## config.mk

```make
export PLATFORM = sky130hd
export DESIGN_NAME = tnc_fifo
export DESIGN_NICKNAME = d
export VERILOG_FILES = /design/src/sv/tnc_fifo.sv
export SDC_FILE = /design/constraint.sdc
export NUM_CORES = 1
export LEC_CHECK = 0
export ABC_AREA = 1
export BUFFER_PORTS_ARGS = -buffer_cell sky130_fd_sc_hd__buf_2
export CAP_MARGIN = 20
export CORE_MARGIN = 5
export CORE_UTILIZATION = 41
export DETAILED_ROUTE_END_ITERATION = 10
export GPL_TIMING_DRIVEN = 0
export HOLD_SLACK_MARGIN = 0.15
export SETUP_SLACK_MARGIN = 0.15
export SYNTH_ARGS = -nofsm -noshare
export SYNTH_HDL_FRONTEND = slang
export SYNTH_SLANG_ARGS = --single-unit
```

## constraint.sdc

```tcl
create_clock -name i_clk -period 4.3 [get_ports i_clk]
set_clock_uncertainty 0.05 [all_clocks]
set_input_delay 0.645 -clock i_clk [delete_from_list [all_inputs] [get_ports i_clk]]
set_output_delay 0.645 -clock i_clk [all_outputs]
set_load 0.005 [all_outputs]
```

## src/sv/tnc_fifo.sv

```systemverilog
// ----------------------------------------------------------------------------
// tnc_fifo
// short queue between the front and the back
// ----------------------------------------------------------------------------
module tnc_fifo #(
    parameter int W     = 8,
    parameter int DEPTH = 4
) (
    input  logic                       i_clk,
    input  logic                       i_rst_n,
    input  logic                       i_push,
    input  logic [W-1:0]               i_data,
    input  logic                       i_pop,
    output logic                       o_valid,
    output logic [W-1:0]               o_data,
    output logic [$clog2(DEPTH+1)-1:0] o_count
);
    localparam int PW = (DEPTH > 1) ? $clog2(DEPTH) : 1;
    localparam int CW = $clog2(DEPTH + 1);

    logic [W-1:0]  r_mem [DEPTH];
    logic [PW-1:0] r_wptr, r_rptr;
    logic [CW-1:0] r_count;
    logic          pop_ok;

    assign pop_ok  = i_pop && (r_count != '0);
    assign o_valid = (r_count != '0);
    assign o_data  = r_mem[r_rptr];
    assign o_count = r_count;

    always_ff @(posedge i_clk) begin
        if (i_push) begin
            r_mem[r_wptr] <= i_data;
        end
    end

    always_ff @(posedge i_clk) begin
        if (!i_rst_n) begin
            r_wptr  <= '0;
            r_rptr  <= '0;
            r_count <= '0;
        end else begin
            if (i_push) begin
                r_wptr <= (32'(r_wptr) == DEPTH - 1) ? '0 : r_wptr + PW'(1);
            end
            if (pop_ok) begin
                r_rptr <= (32'(r_rptr) == DEPTH - 1) ? '0 : r_rptr + PW'(1);
            end
            r_count <= r_count + CW'(i_push) - CW'(pop_ok);
        end
    end
endmodule

```

# Word-level counts from Yosys, hierarchy flattened
# Memories as Yosys holds them, arrays and structs flattened. A register that Yosys moved wholly into a read port is not among the register bits.
# Index checks and enable logic that the tools add are counted.
totals:
  register_bits: 7
  mem_bits_rw: 32
  in_bits: 12
  out_inout_bits: 12
  word_cells: 18
  memories: 1
classes:
  n_addsub: 4
  n_eq_ne: 2
  mux: 6
  reduce_logical: 2
mem_list:
  columns: ["memory", "words", "width", "rd", "rd_ports_with_merged_regs", "write_ports", "line_no", "rtl"]
  rows:
  - ["r_mem", 4, 8, 1, 1, 1, "21", "logic [W-1:0] r_mem [DEPTH];"]
op_table:
  columns: ["cell", "count"]
  rows:
  - ["2-bit 2-to-1 mux", 4]
  - ["2-bit by 1-bit adder with 2-bit output, second input constant", 2]
  - ["2-bit equality test, second input constant", 2]
  - ["3-bit by 1-bit adder with 3-bit output", 1]
  - ["3-bit nonzero test", 1]
  - ["3-bit by 1-bit subtractor with 3-bit output", 1]
  - ["1-bit 2-to-1 mux", 2]
  - ["1-bit logical AND", 1]

# Longest topological paths before layout
depth:
  ltp_word: 4
  mapped_depth: 10
  ltp_nobuf: 10

# Worst setup path after synthesis
# Ideal clock, no wire load.
synth_timing:
  path_kind: "input -> register"
  start: "input port i_pop"
  end: "register r_count[2] (netlist: o_count[2])"
  setup_ns: 0.115
  arrival_time_ns: 1.783
  t_required_ns: 4.135
  path_slack_ns: 2.352
  stages: 8
  path_buffers: 0
  path_cell_list: "a21boi_0 ha_1 inv_1 ha_1 inv_1 fa_1 a21oi_1 nor2_1"
synth_via:
  elab_chain_len: 2
synth_rtl:
  columns: ["item", "line_no", "rtl"]
  rows:
  - ["start: declaration", "13", "input logic i_pop,"]
  - ["1-bit logical AND", "26", "assign pop_ok = i_pop && (r_count != '0);"]
  - ["3-bit by 1-bit subtractor with 3-bit output", "49", "r_count <= r_count + CW'(i_push) - CW'(pop_ok);"]
  - ["end signal: assignment", "49", null]
  - ["end: declaration", "23", "logic [CW-1:0] r_count;"]
# Every way passes these cells.
# A chain may end at the register's enable or synchronous reset.

==> results <==
- The area overhead of the layout relative to synthesis is 15.5%.
- The clock net in this run drives a total of 41 sinks.
- For this run, the register share of the synthesized area comes to 0.685.
- The final count of hold timing violations is 0.
- The die is 73.8 um wide.
- Detailed placement finished with a half-perimeter wire length of 2.16 mm.
- The number of global-route vias before repair is 1131.
- The power per unit of standard cell area is 540 mW/mm^2.
- The number of vias per cell after detailed routing is 4.80.
- The die extent in y is 73.8 um.
- After detailed routing, the average wire length per cell comes to 14.0 um.
- The commonest non-fill, non-tap cell in the layout is sky130_fd_sc_hd__edfxtp_1.
- The critical path buffer and inverter count is 3.
- The post-synth design cell area is 0.00167 sq mm.
- The ratio of final minimum period to clock period is 0.495.
- Of all nets on the critical path, the largest fanout is 10.
- The starting utilization of the core area is 0.420.
- The die outline area is 0.00544 sq mm.
- The row count is 23.
- For this design, the CTS-stage hold fixing added 0 buffers.
- The final number of max-transition violations is 0.
- No sink is reached through more buffers than the 2 on the longest clock path.
- The remaining antenna violation count is 0.
- The number of antenna cells inserted is 0.
- The number of antenna violations at the first check in global routing is 0.
- Summing over every cut layer, the via total after detailed routing is 1047.
- The total length of routed wires is 3.05 mm.
- The number of nets in the synthesized netlist is 157.
- The total number of yosys warnings is 0.
- The category of the critical setup timing path is flip-flop to primary output.
- Derived from the worst setup path, the maximum achievable clock frequency is 0.470 GHz.
- The final estimated routing congestion in global placement is 0.695.
- The TritonCTS clock tree is built.
- The number of buffers inserted during clock tree synthesis is 5.
- The tree is rooted in a sky130_fd_sc_hd__clkbuf_8.
- The endpoint arrival time on the critical path is 1.43 ns.
- The worst setup path is launched from a flip-flop.
- In this run the tightest slew margin relative to its limit is 0.738.
- Setup violations remaining at the end of the flow were counted as 0.
- The synthesized netlist cell count is 137.
- The number of storage elements in the synthesis netlist is 41.
- Buffers placed on the I/O ports in this run total 23.
- The deepest level of the CTS H-tree is 2.
- In this run, the number of DRC markers left after iteration 0 of detailed routing was 39.
- Adding up every negative setup slack in the final design gives 0 ns.
- The internal reg-to-reg setup slack is 2.31 ns.
- The total congestion overflow is 0.
- The completed layout was analyzed and its total power is 1.04 mW.
- Dividing the synthesized area by the synthesized cell count gives 12.2 sq um.
- In this run, post-CTS repair resized a total of 0 instances.
- Max-cap violations in this run came to 0.
- The transition time at the pin with the least slew margin is 0.393 ns.
- The longest individual stage delay on the worst path is 0.51 ns.
- The flow ran to the end, and the final reports show no timing, DRC or antenna violations.
- The netlist uses 20 different library cells.
- Summed over all cells, the static leakage comes to 0.785 nW.
- The proportion of layout cells with a drive suffix above 1 is 0.214.
- Entering global routing, the biggest net connects 12 pins.
- Traced cell by cell, the critical path runs through inv_2 > buf_6 > nor2_1 > o22ai_1 > buf_2.
- The path type of the worst min-delay path is flip-flop to flip-flop.
- Summing all multi-input logic gate instances after layout gives 434 sq um.
- Of the post-synthesis cell area, the dominant cell type holds 0.577.
- The number of inserted filler cells in the final layout is 366.
- The required time of the critical path is 3.61 ns.
- Post-CTS timing repair inserted 0 buffers for setup.
- Across every metal layer, demand over resource in global routing totals 0.131.
- Counting I/O delays and the setup requirement, the final critical path takes 2.13 ns.
- The detailed-routing iteration count for the pre-antenna-repair pass is 4.
- The clock latency reported for the late side of the worst-skew pair is 0.28 ns.
- Yosys attributes the largest share of cell area to sky130_fd_sc_hd__edfxtp_1 (58%), sky130_fd_sc_hd__dfxtp_1 (11%), sky130_fd_sc_hd__ha_1 (5.3%).
- In this design, the largest share of critical-path delay is due to flip-flops.
- The biggest area contributor in the post-synthesis netlist is sky130_fd_sc_hd__edfxtp_1.
- In the routed design, unresolved DRC markers number 0.
- The slowest library cell on the worst path is sky130_fd_sc_hd__dfxtp_1.
- The core box area is 0.00397 sq mm.
- For this design the top-level I/O count stands at 24.
- The sequential cell area is 0.00114 sq mm.
- The net count of the finished layout is 187.
- The clock transition at the register clock pins on the worst setup and hold paths after CTS is 0.07 ns.
- The endpoint kind of the worst setup timing path is a primary output.
- Setup repair after global routing left no endpoint under its margin.
- In the layout the commonest cells are sky130_fd_sc_hd__edfxtp_1 (32), sky130_fd_sc_hd__buf_2 (24), sky130_fd_sc_hd__nor2_1 (21).
- The worst-case IR drop observed on VDD is 0.261 mV.
- The global-route wire length before repair is 5.18 mm.
[cells by family (layout without fill, tap and decap cells)]
family	Yosys count	in the layout	share of synthesized area
adders and majority gates	8	8	0.0646
buffers and inverters	20	51	0.0548
AOI/OAI and AO/OA	29	29	0.0991
xor gates and xnor gates	1	1	0.00526
DFF	41	41	0.685
and+or+nand+nor	38	38	0.0916
[cell usage after synthesis, drive strengths merged]
cell type  instances
xnor2              1
o21ai             16
dfxtp              9
fa                 1
edfxtp            32
o22ai              8
buf                3
a21boi             1
nand3              3
nor3               1
nand2             11
nor2              23
ha                 7
a21oi              4
inv               17
[final timing paths]
check | startpoint | endpoint | cells past startpoint
worst min register to register | r_rptr[1] | flip-flop | 2
worst max register to register | o_count[1] | o_count[2] | 9
worst max-delay path | flip-flop | o_data[3] | 5
worst min-delay path | r_rptr[1] | flip-flop | 2
[worst register-to-register path, cell delays in order, from the launching register on]
cell                       delay (ns)
sky130_fd_sc_hd__dfxtp_1         0.41
sky130_fd_sc_hd__nor2_1          0.09
sky130_fd_sc_hd__a21boi_0        0.24
sky130_fd_sc_hd__ha_1            0.28
sky130_fd_sc_hd__inv_1           0.06
sky130_fd_sc_hd__ha_1            0.13
sky130_fd_sc_hd__inv_1           0.05
sky130_fd_sc_hd__fa_1            0.38
sky130_fd_sc_hd__a21oi_1         0.13
sky130_fd_sc_hd__nor2_1          0.06
[state kept, by name, summed over array words and instances (netlist names), named ones only]
| name | cells |
|---|---|
| r_mem | 32 |
| r_wptr | 2 |
| o_count | 3 |
| r_rptr | 2 |
[cell type report]
type,count,area share
flip-flops and latches,41,0.593
multi-input cells,76,0.226
repair buffers,23,0.0598
clock buffers,8,0.0416
inverters,17,0.0332
well taps,50,0.0325
plain buffers,3,0.0143
[power breakdown]
part,switching (mW),total (mW),leakage (nW),internal [mW]
Combinational,0.176,0.305,0.377,0.130
Sequential,0.0341,0.503,0.368,0.469
Clock,0.116,0.231,0.0395,0.115
[metrics by stage]
| stage | std cells | setup WS [ns] | utilization | hold WS [ns] | instance area, sq um |
|---|---|---|---|---|---|
| final | 218 | 2.17 | 0.485 | 0.498 | 1920 |
| after global routing | 218 | 2.02 | 0.485 | 0.508 | 1920 |
| after CTS | 218 | 2.13 | 0.485 | 0.492 | 1920 |
| after detailed placement | 210 | 2.01 | 0.464 | 0.484 | 1840 |
| after global placement | 210 | 2.14 | 0.464 | 0.460 | 1840 |
| after floorplan | 137 | 2.35 | - | 0.433 | 1670 |
[layer usage]
metal	vias to the layer above	wire, um	GRT usage
li1	529	-	-
met1	494	1300	0.149
met2	17	1560	0.225
met3	7	123	0.0397
met4	0	57	0.0543
met5	-	0	0
No activity file was read; power rests on OpenSTA's default activity.
